===== src/sv/assert_macros.svh =====
// ----------------------------------------------------------------------------
// Assertion macros
// Shared concurrent assertions on i_clk; the same-cycle one skips reset.
// ----------------------------------------------------------------------------
`ifndef ASSERT_MACROS_SVH
`define ASSERT_MACROS_SVH

// Same-cycle implication
`define ASSERT_IMPLIES(label, ante, cons) \
    label: assert property (@(posedge i_clk) disable iff (!i_rst_n) (ante) |-> (cons)) \
        else $error("assertion failed");

// Next-cycle implication, also checked in reset
`define ASSERT_NEXT(label, ante, cons) \
    label: assert property (@(posedge i_clk) (ante) |=> (cons)) \
        else $error("assertion failed");

`endif


===== src/sv/tsgd_pkg.sv =====
// ----------------------------------------------------------------------------
// tsgd_pkg
// Types, codes and zone tables of the touch swipe gesture detector.
// ----------------------------------------------------------------------------
package tsgd_pkg;

    localparam int COORD_W             = 12;
    localparam int SCOORD_W            = 14;
    localparam int BANK_SLOTS          = 4;
    localparam int STATIC_BANK_DEFAULT = 2;
    localparam int DYN_ENABLE_BIT      = 4;
    localparam int QUEUE_DEPTH         = 2;
    localparam int CFG_IDX_W           = 2;
    localparam int CFG_DATA_W          = 12;

    // Input actions
    localparam logic [2:0] ACT_POS_X = 3'd0;
    localparam logic [2:0] ACT_POS_Y = 3'd1;
    localparam logic [2:0] ACT_SLOT  = 3'd2;
    localparam logic [2:0] ACT_LIFT  = 3'd3;

    // Result sources
    localparam logic [1:0] SRC_NONE    = 2'd0;
    localparam logic [1:0] SRC_STATIC  = 2'd1;
    localparam logic [1:0] SRC_DYNAMIC = 2'd2;

    // Commands from front to back
    localparam logic [1:0] OP_NOP   = 2'd0;
    localparam logic [1:0] OP_CLEAR = 2'd1;
    localparam logic [1:0] OP_EVAL  = 2'd2;

    // Configuration register indexes
    localparam logic [CFG_IDX_W-1:0] REG_GESTURE_ENABLE = 2'd0;
    localparam logic [CFG_IDX_W-1:0] REG_BUTTON_LIMIT_Y = 2'd1;

    localparam logic [7:0]         ENABLE_RESET       = 8'd0;
    localparam logic [COORD_W-1:0] BUTTON_LIMIT_RESET = 12'd1900;

    typedef struct packed {
        logic [2:0]         action;
        logic [COORD_W-1:0] value;
        logic               screen_off;
    } t_in_item;

    typedef struct packed {
        logic       trigger;
        logic [1:0] source;
    } t_result;

    typedef struct packed {
        logic [1:0]         op;
        logic [COORD_W-1:0] x;
        logic [COORD_W-1:0] y;
    } t_cmd;

    typedef struct packed {
        logic signed [SCOORD_W-1:0] xmin;
        logic signed [SCOORD_W-1:0] xmax;
        logic signed [SCOORD_W-1:0] ymin;
        logic signed [SCOORD_W-1:0] ymax;
    } t_zone;

    localparam t_zone ZONE_EMPTY = '{14'sd0, 14'sd0, 14'sd0, 14'sd0};

    // Static zones, [stage][bank]; banks past the defined ones never hit
    localparam t_zone STATIC_ZONES [0:2][0:BANK_SLOTS-1] = '{
        '{'{14'sd700, 14'sd1280, 14'sd1900, 14'sd2400},
          '{14'sd0,   14'sd300,  14'sd1900, 14'sd2400}, ZONE_EMPTY, ZONE_EMPTY},
        '{'{14'sd350, 14'sd650,  14'sd1900, 14'sd2400},
          '{14'sd350, 14'sd650,  14'sd1900, 14'sd2400}, ZONE_EMPTY, ZONE_EMPTY},
        '{'{14'sd0,   14'sd300,  14'sd1900, 14'sd2400},
          '{14'sd700, 14'sd1280, 14'sd1900, 14'sd2400}, ZONE_EMPTY, ZONE_EMPTY}
    };

    // Dynamic bank: fixed first zone, later targets relative to the hit point
    localparam t_zone DYN_ZONE_ONE = '{14'sd800, 14'sd1280, 14'sd800, 14'sd1600};
    localparam logic signed [SCOORD_W-1:0] DYN2_X_OFF  = -14'sd300;
    localparam logic signed [SCOORD_W-1:0] DYN2_X_SIZE = 14'sd200;
    localparam logic signed [SCOORD_W-1:0] DYN2_Y_OFF  = 14'sd100;
    localparam logic signed [SCOORD_W-1:0] DYN2_Y_SIZE = 14'sd200;
    localparam logic signed [SCOORD_W-1:0] DYN3_X_OFF  = -14'sd300;
    localparam logic signed [SCOORD_W-1:0] DYN3_X_SIZE = 14'sd200;
    localparam logic signed [SCOORD_W-1:0] DYN3_Y_OFF  = 14'sd100;
    localparam logic signed [SCOORD_W-1:0] DYN3_Y_SIZE = 14'sd200;

    // Strict point-in-rectangle test
    function automatic logic in_zone(input logic signed [SCOORD_W-1:0] x,
                                     input logic signed [SCOORD_W-1:0] y,
                                     input t_zone z);
        in_zone = (x < z.xmax) && (x > z.xmin) && (y < z.ymax) && (y > z.ymin);
    endfunction

    // Widen a coordinate to the signed compare width
    function automatic logic signed [SCOORD_W-1:0] to_signed(
            input logic [COORD_W-1:0] v);
        to_signed = $signed({{(SCOORD_W-COORD_W){1'b0}}, v});
    endfunction

endpackage


===== src/sv/tsgd_fifo.sv =====
// ----------------------------------------------------------------------------
// tsgd_fifo
// Small register queue with fall-through read of the oldest entry.
// ----------------------------------------------------------------------------
module tsgd_fifo #(
    parameter int WIDTH = 8,
    parameter int DEPTH = tsgd_pkg::QUEUE_DEPTH
) (
    input  logic             i_clk,
    input  logic             i_rst_n,
    input  logic             i_push,
    input  logic [WIDTH-1:0] i_data,
    input  logic             i_pop,
    output logic [WIDTH-1:0] o_data,
    output logic             o_full,
    output logic             o_empty
);

    localparam int AW = (DEPTH > 1) ? $clog2(DEPTH) : 1;
    localparam int CW = $clog2(DEPTH + 1);

    logic [WIDTH-1:0] r_mem [0:DEPTH-1];
    logic [AW-1:0]    r_wr_ptr, n_wr_ptr;
    logic [AW-1:0]    r_rd_ptr, n_rd_ptr;
    logic [CW-1:0]    r_count,  n_count;
    logic             do_push, do_pop;

    assign o_full  = (r_count == CW'(DEPTH));
    assign o_empty = (r_count == '0);
    assign do_push = i_push && !o_full;
    assign do_pop  = i_pop && !o_empty;
    assign o_data  = r_mem[r_rd_ptr];

    // Advance pointers with wrap and track fill level
    always_comb begin
        n_wr_ptr = r_wr_ptr;
        n_rd_ptr = r_rd_ptr;
        n_count  = r_count;
        if (do_push) begin
            n_wr_ptr = (r_wr_ptr == AW'(DEPTH - 1)) ? '0 : r_wr_ptr + 1'b1;
        end
        if (do_pop) begin
            n_rd_ptr = (r_rd_ptr == AW'(DEPTH - 1)) ? '0 : r_rd_ptr + 1'b1;
        end
        if (do_push && !do_pop) begin
            n_count = r_count + 1'b1;
        end else if (do_pop && !do_push) begin
            n_count = r_count - 1'b1;
        end
    end

    always_ff @(posedge i_clk) begin
        if (!i_rst_n) begin
            r_wr_ptr <= '0;
            r_rd_ptr <= '0;
            r_count  <= '0;
        end else begin
            r_wr_ptr <= n_wr_ptr;
            r_rd_ptr <= n_rd_ptr;
            r_count  <= n_count;
        end
    end

    // Store pushed item
    always_ff @(posedge i_clk) begin
        if (do_push) begin
            r_mem[r_wr_ptr] <= i_data;
        end
    end

endmodule


===== src/sv/tsgd_front.sv =====
// ----------------------------------------------------------------------------
// tsgd_front
// Latches touch coordinates and turns each event into one back-end command.
// ----------------------------------------------------------------------------
module tsgd_front (
    input  logic                          i_clk,
    input  logic                          i_rst_n,
    input  logic                          i_accept,
    input  tsgd_pkg::t_in_item            i_item,
    input  logic [7:0]                    i_gesture_enable,
    input  logic [tsgd_pkg::COORD_W-1:0]  i_button_limit_y,
    output tsgd_pkg::t_cmd                o_cmd
);

    logic [tsgd_pkg::COORD_W-1:0] r_last_x, n_last_x;
    logic [tsgd_pkg::COORD_W-1:0] r_last_y, n_last_y;
    logic                         r_x_seen, n_x_seen;
    logic                         r_y_seen, n_y_seen;

    // Classify the event and update the coordinate latch
    always_comb begin
        n_last_x = r_last_x;
        n_last_y = r_last_y;
        n_x_seen = r_x_seen;
        n_y_seen = r_y_seen;
        o_cmd.op = tsgd_pkg::OP_NOP;
        o_cmd.x  = r_last_x;
        o_cmd.y  = r_last_y;
        if (i_gesture_enable != '0) begin
            case (i_item.action)
                tsgd_pkg::ACT_SLOT: begin
                    o_cmd.op = tsgd_pkg::OP_CLEAR;
                end
                tsgd_pkg::ACT_LIFT: begin
                    if (r_last_y < i_button_limit_y) begin
                        o_cmd.op = tsgd_pkg::OP_CLEAR;
                    end
                end
                default: begin
                    if (i_item.action == tsgd_pkg::ACT_POS_X) begin
                        n_last_x = i_item.value;
                        n_x_seen = 1'b1;
                    end else if (i_item.action == tsgd_pkg::ACT_POS_Y) begin
                        n_last_y = i_item.value;
                        n_y_seen = 1'b1;
                    end
                    // Consume the point once both coordinates are in
                    if (n_x_seen && n_y_seen) begin
                        n_x_seen = 1'b0;
                        n_y_seen = 1'b0;
                        o_cmd.x  = n_last_x;
                        o_cmd.y  = n_last_y;
                        if (!i_item.screen_off) begin
                            o_cmd.op = tsgd_pkg::OP_EVAL;
                        end
                    end
                end
            endcase
        end
    end

    always_ff @(posedge i_clk) begin
        if (!i_rst_n) begin
            r_last_x <= '0;
            r_last_y <= '0;
            r_x_seen <= 1'b0;
            r_y_seen <= 1'b0;
        end else if (i_accept) begin
            r_last_x <= n_last_x;
            r_last_y <= n_last_y;
            r_x_seen <= n_x_seen;
            r_y_seen <= n_y_seen;
        end
    end

endmodule


===== src/sv/tsgd_back.sv =====
// ----------------------------------------------------------------------------
// tsgd_back
// Runs commands against the zone banks and produces one result per command.
// ----------------------------------------------------------------------------
module tsgd_back #(
    parameter int STATIC_BANK_COUNT = tsgd_pkg::STATIC_BANK_DEFAULT
) (
    input  logic               i_clk,
    input  logic               i_rst_n,
    input  logic               i_cmd_valid,
    input  tsgd_pkg::t_cmd     i_cmd,
    output logic               o_cmd_pop,
    input  logic               i_res_full,
    output logic               o_res_push,
    output tsgd_pkg::t_result  o_result,
    input  logic [7:0]         i_gesture_enable
);

    logic [STATIC_BANK_COUNT-1:0] r_s1, n_s1;
    logic [STATIC_BANK_COUNT-1:0] r_s2, n_s2;
    logic                         r_d1, n_d1;
    logic                         r_d2, n_d2;
    tsgd_pkg::t_zone              r_tgt, n_tgt;

    logic signed [tsgd_pkg::SCOORD_W-1:0] px, py;
    logic [STATIC_BANK_COUNT-1:0] hit1, hit2, hit3;
    logic                         dyn_hit1;

    assign o_cmd_pop  = i_cmd_valid && !i_res_full;
    assign o_res_push = o_cmd_pop;
    assign px = tsgd_pkg::to_signed(i_cmd.x);
    assign py = tsgd_pkg::to_signed(i_cmd.y);

    // Fixed zone compares for every bank
    always_comb begin
        for (int i = 0; i < STATIC_BANK_COUNT; i++) begin
            hit1[i] = tsgd_pkg::in_zone(px, py, tsgd_pkg::STATIC_ZONES[0][i]);
            hit2[i] = tsgd_pkg::in_zone(px, py, tsgd_pkg::STATIC_ZONES[1][i]);
            hit3[i] = tsgd_pkg::in_zone(px, py, tsgd_pkg::STATIC_ZONES[2][i]);
        end
        dyn_hit1 = tsgd_pkg::in_zone(px, py, tsgd_pkg::DYN_ZONE_ONE);
    end

    // Walk the banks in order; a completion clears all progress
    always_comb begin
        n_s1 = r_s1;
        n_s2 = r_s2;
        n_d1 = r_d1;
        n_d2 = r_d2;
        n_tgt = r_tgt;
        o_result.trigger = 1'b0;
        o_result.source  = tsgd_pkg::SRC_NONE;
        case (i_cmd.op)
            tsgd_pkg::OP_CLEAR: begin
                n_s1 = '0;
                n_s2 = '0;
                n_d1 = 1'b0;
                n_d2 = 1'b0;
            end
            tsgd_pkg::OP_EVAL: begin
                for (int i = 0; i < STATIC_BANK_COUNT; i++) begin
                    if (i_gesture_enable[i] && (n_s1[i] || hit1[i])) begin
                        n_s1[i] = 1'b1;
                        if (n_s2[i] || hit2[i]) begin
                            n_s2[i] = 1'b1;
                            if (hit3[i]) begin
                                if (o_result.source == tsgd_pkg::SRC_NONE) begin
                                    o_result.source = tsgd_pkg::SRC_STATIC;
                                end
                                n_s1 = '0;
                                n_s2 = '0;
                                n_d1 = 1'b0;
                                n_d2 = 1'b0;
                            end
                        end
                    end
                end
                if (i_gesture_enable[tsgd_pkg::DYN_ENABLE_BIT] && (n_d1 || dyn_hit1)) begin
                    if (!n_d1) begin
                        // Place the second target; the same point cannot hit it
                        n_d1 = 1'b1;
                        n_tgt.xmin = px + tsgd_pkg::DYN2_X_OFF;
                        n_tgt.xmax = px + tsgd_pkg::DYN2_X_OFF + tsgd_pkg::DYN2_X_SIZE;
                        n_tgt.ymin = py + tsgd_pkg::DYN2_Y_OFF;
                        n_tgt.ymax = py + tsgd_pkg::DYN2_Y_OFF + tsgd_pkg::DYN2_Y_SIZE;
                    end else if (n_d2) begin
                        if (tsgd_pkg::in_zone(px, py, n_tgt)) begin
                            if (o_result.source == tsgd_pkg::SRC_NONE) begin
                                o_result.source = tsgd_pkg::SRC_DYNAMIC;
                            end
                            n_s1 = '0;
                            n_s2 = '0;
                            n_d1 = 1'b0;
                            n_d2 = 1'b0;
                        end
                    end else if (tsgd_pkg::in_zone(px, py, n_tgt)) begin
                        // Second target hit: place the third one
                        n_d2 = 1'b1;
                        n_tgt.xmin = px + tsgd_pkg::DYN3_X_OFF;
                        n_tgt.xmax = px + tsgd_pkg::DYN3_X_OFF + tsgd_pkg::DYN3_X_SIZE;
                        n_tgt.ymin = py + tsgd_pkg::DYN3_Y_OFF;
                        n_tgt.ymax = py + tsgd_pkg::DYN3_Y_OFF + tsgd_pkg::DYN3_Y_SIZE;
                    end
                end
                o_result.trigger = (o_result.source != tsgd_pkg::SRC_NONE);
            end
            default: begin
            end
        endcase
    end

    always_ff @(posedge i_clk) begin
        if (!i_rst_n) begin
            r_s1  <= '0;
            r_s2  <= '0;
            r_d1  <= 1'b0;
            r_d2  <= 1'b0;
            r_tgt <= '0;
        end else if (o_cmd_pop) begin
            r_s1  <= n_s1;
            r_s2  <= n_s2;
            r_d1  <= n_d1;
            r_d2  <= n_d2;
            r_tgt <= n_tgt;
        end
    end

endmodule


===== src/sv/touch_swipe_gesture_detector.sv =====
// ----------------------------------------------------------------------------
// touch_swipe_gesture_detector
// Swipe gesture detector on a touch event stream, requesting a power key press.
// ----------------------------------------------------------------------------
// Every accepted touch event yields exactly one result item, in order. An
// event is taken in any cycle where full is low, one per cycle while results
// are popped: the front latches coordinates and queues a command in the
// cycle it is accepted, the back evaluates all zone banks for one command
// per cycle while the result queue has room, and each item is registered in
// the command queue, then the result queue. Two-entry queues sit between
// front and back and on the result side, so a stalled consumer fills them
// before full rises. Configuration writes are always ready and take effect
// at once; write them only while no events are in flight.
// ----------------------------------------------------------------------------
`include "assert_macros.svh"

module touch_swipe_gesture_detector #(
    parameter int STATIC_BANK_COUNT = tsgd_pkg::STATIC_BANK_DEFAULT,
    parameter int QUEUE_DEPTH       = tsgd_pkg::QUEUE_DEPTH
) (
    input  logic                             i_clk,
    input  logic                             i_rst_n,
    input  logic                             push,
    output logic                             full,
    input  tsgd_pkg::t_in_item               i_item,
    output logic                             empty,
    input  logic                             pop,
    output tsgd_pkg::t_result                o_result,
    input  logic                             i_cfg_valid,
    output logic                             o_cfg_ready,
    input  logic [tsgd_pkg::CFG_IDX_W-1:0]   i_cfg_index,
    input  logic [tsgd_pkg::CFG_DATA_W-1:0]  i_cfg_data
);

    localparam int CMD_W = $bits(tsgd_pkg::t_cmd);
    localparam int RES_W = $bits(tsgd_pkg::t_result);

    logic [7:0]                   r_gesture_enable;
    logic [tsgd_pkg::COORD_W-1:0] r_button_limit_y;
    logic                         in_accept;
    tsgd_pkg::t_cmd               front_cmd, back_cmd;
    logic                         cmd_empty, cmd_pop;
    logic                         res_full, res_push;
    tsgd_pkg::t_result            back_result;

    assign o_cfg_ready = 1'b1;
    assign in_accept   = push && !full;

    // Configuration registers
    always_ff @(posedge i_clk) begin
        if (!i_rst_n) begin
            r_gesture_enable <= tsgd_pkg::ENABLE_RESET;
            r_button_limit_y <= tsgd_pkg::BUTTON_LIMIT_RESET;
        end else if (i_cfg_valid && o_cfg_ready) begin
            case (i_cfg_index)
                tsgd_pkg::REG_GESTURE_ENABLE: r_gesture_enable <= i_cfg_data[7:0];
                tsgd_pkg::REG_BUTTON_LIMIT_Y: r_button_limit_y <= i_cfg_data;
                default: begin
                end
            endcase
        end
    end

    tsgd_front u_front (
        .i_clk            (i_clk),
        .i_rst_n          (i_rst_n),
        .i_accept         (in_accept),
        .i_item           (i_item),
        .i_gesture_enable (r_gesture_enable),
        .i_button_limit_y (r_button_limit_y),
        .o_cmd            (front_cmd)
    );

    tsgd_fifo #(
        .WIDTH (CMD_W),
        .DEPTH (QUEUE_DEPTH)
    ) u_cmd_q (
        .i_clk   (i_clk),
        .i_rst_n (i_rst_n),
        .i_push  (in_accept),
        .i_data  (front_cmd),
        .i_pop   (cmd_pop),
        .o_data  (back_cmd),
        .o_full  (full),
        .o_empty (cmd_empty)
    );

    tsgd_back #(
        .STATIC_BANK_COUNT (STATIC_BANK_COUNT)
    ) u_back (
        .i_clk            (i_clk),
        .i_rst_n          (i_rst_n),
        .i_cmd_valid      (!cmd_empty),
        .i_cmd            (back_cmd),
        .o_cmd_pop        (cmd_pop),
        .i_res_full       (res_full),
        .o_res_push       (res_push),
        .o_result         (back_result),
        .i_gesture_enable (r_gesture_enable)
    );

    tsgd_fifo #(
        .WIDTH (RES_W),
        .DEPTH (QUEUE_DEPTH)
    ) u_res_q (
        .i_clk   (i_clk),
        .i_rst_n (i_rst_n),
        .i_push  (res_push),
        .i_data  (back_result),
        .i_pop   (pop),
        .o_data  (o_result),
        .o_full  (res_full),
        .o_empty (empty)
    );

    // A shown result names a source exactly when it triggers
    `ASSERT_IMPLIES(a_trigger_source, !empty, o_result.trigger == (o_result.source != tsgd_pkg::SRC_NONE))
    // With gestures off, events produce no work for the back end
    `ASSERT_IMPLIES(a_disabled_nop, in_accept && (r_gesture_enable == '0), front_cmd.op == tsgd_pkg::OP_NOP)
    // Reset leaves no result waiting
    `ASSERT_NEXT(a_reset_empty, !i_rst_n, empty && !full)

endmodule


===== config.mk =====
export PLATFORM = sky130hd
export DESIGN_NAME = touch_swipe_gesture_detector
export DESIGN_NICKNAME = d
export VERILOG_FILES = /design/src/sv/tsgd_pkg.sv /design/src/sv/tsgd_fifo.sv /design/src/sv/tsgd_front.sv /design/src/sv/tsgd_back.sv /design/src/sv/touch_swipe_gesture_detector.sv
export VERILOG_INCLUDE_DIRS = /design/src /design/src/sv
export SDC_FILE = /design/constraint.sdc
export NUM_CORES = 1
export LEC_CHECK = 0
export BUFFER_PORTS_ARGS = -buffer_cell sky130_fd_sc_hd__buf_2
export CORE_ASPECT_RATIO = 0.5
export CORE_UTILIZATION = 45
export DETAILED_ROUTE_END_ITERATION = 8
export GPL_TIMING_DRIVEN = 0
export HOLD_SLACK_MARGIN = 0.1
export SYNTH_ARGS = -nofsm -noshare
export SYNTH_HDL_FRONTEND = slang
export SYNTH_SLANG_ARGS = --single-unit

===== constraint.sdc =====
create_clock -name i_clk -period 4.55 [get_ports i_clk]
set_clock_uncertainty 0.1 [all_clocks]
set_input_delay 0.2275 -clock i_clk [delete_from_list [all_inputs] [get_ports i_clk]]
set_output_delay 0.2275 -clock i_clk [all_outputs]
set_load 0.1 [all_outputs]

-- After elaboration in Yosys (flattened, before gate mapping)
Memory sizes are Yosys's and may differ from the RTL's. A register that Yosys moved wholly into a read port is not among the register bits.
Cells that the tools add are included.
- memories: 2
- ROM bits: 0
- bits in writable memories: 58
- bits in latches: 0
- logic and storage cells: 221
- input bits: 35
- register bits after elaboration: 116
- output and inout port bits: 6
- memories (name ; words ; width ; rd ports ; clocked after Yosys merged registers in ; write ports ; line ; source):
    u_cmd_q.r_mem ; 2 ; 26 ; 1 ; 1 ; 1 ; tsgd_fifo.sv:22 ; logic [WIDTH-1:0] r_mem [0:DEPTH-1];
    u_res_q.r_mem ; 2 ; 3 ; 1 ; 1 ; 1 ; tsgd_fifo.sv:22 ;
- bitwise gates (word level): 1
- div/mod/pow operators: 0
- reduce and logical (&&, ||, !) cells: 59
- equality and inequality tests: 10
- mux-type cells: 101
- add/sub/neg operators: 12
- multipliers: 0
- $lt $le $gt $ge: 16
- shift operators: 0
- operators by type and width (operator ; count):
    $mux 56 ; 3
    $mux 2 ; 41
    $mux 26 ; 2
    $mux 1 ; 45
    $gt 12x10->1 const B ; 3
    $mux 12 ; 3
    $logic_and 1x1->1 ; 29
    $add 14x9->14 const B ; 2
    $gt 13x14->1 ; 2
    $lt 13x14->1 ; 2
    $lt 12x11->1 const B ; 2
    $mux 24 ; 1
    $add 13x10->14 const B ; 1
    $add 12x7->13 const B ; 1
    $gt 12x1->1 const B ; 1
    $gt 12x11->1 const B ; 1
    $gt 12x9->1 const B ; 1
    $lt 12x10->1 const B ; 1
    $lt 12x12->1 ; 1
    $lt 12x12->1 const B ; 1
    $lt 12x9->1 const B ; 1
    $pmux 2 s2 ; 3
    $logic_not 2->1 ; 5
    $logic_not 1->1 ; 8
    19 further kinds ; 39

-- Logic depth before layout (Yosys ltp)
- word-level depth: 23
- mapped depth: 17
- mapped depth without buffers: 14

-- Hierarchy
Synthesis repeated with hierarchy kept, for this count alone.
- cells, all modules: 995
- area, all modules: 9598.0 µm²
- modules (own cells, without submodules) (module ; seq. area each (µm²) ; cells an instance ; area each (µm²) ; instances):
    tsgd_back ; 1101.1 ; 576 ; 4511.8 ; 1
    tsgd_fifo at u_cmd_q ; 1661.6 ; 106 ; 2108.3 ; 1
    tsgd_front ; 520.5 ; 188 ; 1681.6 ; 1
    touch_swipe_gesture_detector ; 400.4 ; 90 ; 854.6 ; 1
    tsgd_fifo at u_res_q ; 280.3 ; 35 ; 441.7 ; 1

-- Worst setup path before layout
OpenSTA, ideal clock, no wires.
- path type: register to register
- start: reg with a tool-made name
- end: reg u_back.r_d1
- cell stages (with the launch flop): 17
- data arrival time: 3805 ps
- required time: 4359 ps
- setup time: 91 ps
- path slack: 554 ps
- clock period less this slack: 3996 ps
- cell sequence: dfxtp_1 -> buf_6 -> buf_6 -> mux2i_1 -> inv_1 -> ha_1 -> o211ai_1 -> o221ai_1 -> a211oi_2 -> o41a_1 -> o2111ai_4 -> o22ai_2 -> clkbuf_1 -> nor2_1 -> ha_1 -> a211o_1 -> a311oi_1
- RTL lines (what ; line ; source):
    end signal: assignment ; tsgd_back.sv:122 ; r_d1 <= n_d1;
    end: declaration ; tsgd_back.sv:21 ; logic r_d1, n_d1;

==> metrics.md <==
| Metric | Value |
|---|---|
| Initial DRC count | `618` |
| M1 GR Usage | `0.346` |
| Min Tclk post-route | `4.44 ns` |
| Number of synthesized register bits | `169` |
| Ys async rst share | `0` |
| Final WL | `26.3 mm` |
| # IOs | `41` |
| Main synth FF type | `dfxtp_1` |
| Pwr/cell area | `489 nW/µm²` |
| Nets | `1188` |
| Hold WC Path Type | `in2reg` |
| Core Util, Final | `0.542` |
| Post-Syn Area | `9740 µm²` |
| Root Buffer Master | `clkbuf_16` |
| Tcrit/Tclk final | `0.977` |
| Number of buffers created by CTS | `17` |
| Pin count of the biggest net entering global routing | `19` |
| Final Hold Slack | `0.118 ns` |
| Synth area leaders | `dfxtp_1, edfxtp_1, mux2i_1` |
| CTS tree | `yes` |
| CTS H-tree depth | `4` |
| Relative slew slack | `0.353` |
| GR Overflow Total | `0` |
| Yosys top cell by area | `dfxtp_1` |
| WL/cell | `18.9 µm` |
| Synth top area share | `0.228` |
| Worst slew pin tran | `0.961 ns` |
| Setup-failing EPs final | `0` |
| Num rows | `37` |
| Syn. warnings | `0` |
| Cells after Synth | `998` |
| Worst skew pair latency | `0.45 ns` |
| Final ANT Viol Nets | `0` |
| Area grow syn2layout | `16.1%` |
| First-pass GRT wire length | `41.6 mm` |
| CP arrival | `4.68 ns` |
| Vias | `7891` |
| Busiest grt layer | `met2` |
| CP required | `4.78 ns` |
| LEAKAGE | `4.49 nW` |
| Final Power | `5.53 mW` |
| Status | `completed` |
| EDFF count, synth | `58` |
| Mean Syn Cell Area | `9.76 µm²` |
| Max Buffers Root-to-Sink | `2` |
| Number of max-cap violations | `0` |
| 1st-pass router iterations | `5` |
| Sink Count | `169` |
| Global-route met3 utilization | `0.0561` |
| Max VDD drop | `0.293 mV` |
| Vias per cell | `5.66` |
| Setup crit start kind | `register` |
| Final cell area excluding filler cells | `11300 µm²` |
| Kind of critical path | `reg2reg` |
| Die extent in x | `210 µm` |
| Crit-path max FO | `10` |
| DR DRC count | `0` |
| Fraction of layout cells with a size suffix above 1 | `0.146` |
| Die height | `106 µm` |
| Core region area | `20900 µm²` |
| Slew Viols, Final | `0` |
| Most frequent cells in the layout | `dfxtp_1, nand2_1, nor2_1, mux2i_1, inv_1` |
| Final HPWL DP | `19.9 mm` |
| Clk pin slew, worst setup/hold paths | `0.07 ns` |
| Final GP Congestion | `0.918` |
| Vias in the first global route | `7530` |
| Initial Utilization | `0.467` |
| Initial antenna violation count | `0` |
| Ant. Diodes | `0` |
| Final Hold Fails | `0` |
| Peak Freq | `225 MHz` |
| Die area | `22300 µm²` |
| Sequential-to-total area share from yosys stat | `0.407` |
| Most common cell after layout, fill and taps aside | `dfxtp_1` |
| Port Buffers | `39` |
| DP Area | `10300 µm²` |
| Met2 Use GR | `0.377` |
| Count of different cell masters after synthesis | `90` |
| CP endpoint kind | `register` |
| Syn Nets | `1096` |
| GRT Util Overall | `0.247` |
-- power by group --
group | switching [mW] | leakage [nW] | internal, mW
clock | 0.662 | 0.286 | 0.838
sequential | 0.0825 | 1.46 | 1.70
combinational | 1.43 | 2.75 | 0.818
total | 2.17 | 4.49 | 3.35
-- area by class of cell --
class                   count  area [µm²]
flip-flops and latches    169        3960
plain buffers              39         219
clock buffers              19         443
repair buffers             73         528
inverters                  79         297
multi-input cells         711        5330
clock inverters            13         158
well taps                 292         365
fillers                  1901        9570
-- worst max-delay path, stage by stage (launching register included) --
cell and delay, ns:
dfxtp_1 0.33, buf_6 0.16, buf_6 0.18, buf_6 0.16
buf_4 0.22, mux2i_4 0.34, inv_1 0.15, ha_1 0.31
o211ai_1 0.11, nor3_1 0.20, a21bo_2 0.26, a22o_1 0.23
o41a_1 0.49, buf_4 0.19, nor4_4 0.29, buf_4 0.26
mux2_1 0.33
-- Yosys cell counts, types with 5 or more instances --
cell type	count
o211a_1	7
nor4_1	7
nand3b_1	7
nor3_1	16
xnor2_1	28
nand4_1	9
o211ai_1	16
buf_6	7
a31oi_1	7
dfxtp_1	111
buf_1	7
inv_2	6
clkbuf_1	20
nand3_1	14
mux2i_1	79
edfxtp_1	58
o21ai_0	14
nand2_1	107
inv_1	73
mux2_2	35
ha_1	63
nand2b_1	9
a21oi_1	35
nor2_1	91
and2_1	6
o2111ai_1	10
nor2b_1	8
and3_1	9
nor3b_1	5
a21o_1	8
xor2_1	8
a211oi_1	8
-- metrics by stage --
stage,TNS [ns],std cells,setup slack (ns)
finish,0,1395,0.105
global placement,-9.55,1329,-0.432
detailed placement,-7.66,1331,-0.520
CTS,0,1391,0.0145
floorplan,0,998,0.554
global route,-0.0240,1395,-0.0109
-- metal layers --
metal | vias up | share of wire
met2 | 248 | 0.44
li1 | 3811 | -
met3 | 30 | 0.060
met4 | 0 | 0.014
met1 | 3802 | 0.49
met5 | - | 0
-- logic make-up (layout without fill, tap and decap cells) --
logic type	Yosys count	after routing	share of synthesized area
compound gates	174	174	0.137
flops	169	169	0.407
fa+ha+maj	63	63	0.0809
mux	122	122	0.133
xor+xnor	36	36	0.0324
simple gates	315	315	0.157
other cells	1	1	0.000385
buf+inv	118	223	0.0520
-- final timing paths --
kind / start / end / slack [ns] / cells after the start
min: pop / u_res_q.r_rd_ptr$_SDFFE_PN0P_ / 0.12 / 4
min reg2reg: r_button_limit_y[4]$_SDFFE_PN0P_ / r_button_limit_y[4]$_SDFFE_PN0P_ / 0.36 / 2
max: register / u_back.r_tgt[2]$_SDFFE_PN0P_ / 0.11 / 16
max reg2reg: register / u_back.r_tgt[2]$_SDFFE_PN0P_ / 0.11 / 16
-- registers in the layout (all words and copies together) (netlist names), 2 cells and up, named ones only --
signal / count
u_res_q.r_mem: 6
u_back.r_tgt: 49
u_cmd_q.r_mem: 52
u_back.r_s2: 2
u_front.r_last_x: 12
u_front.r_last_y: 12
u_res_q.r_count: 2
u_cmd_q.r_count: 2
u_back.r_s1: 2
r_gesture_enable: 8
r_button_limit_y: 12
-- repair_timing --
item                                    in CTS  in global routing
hold endpoints to repair                    77                  0
pin swaps                                    2                  1
gates resized for setup                      5                 11
endpoints found under the setup margin      56                 50
setup buffers                                3                  4
hold buffers                                25                  0
gates cloned                                 0                  0
No activity file was read; power rests on OpenSTA's default activity.
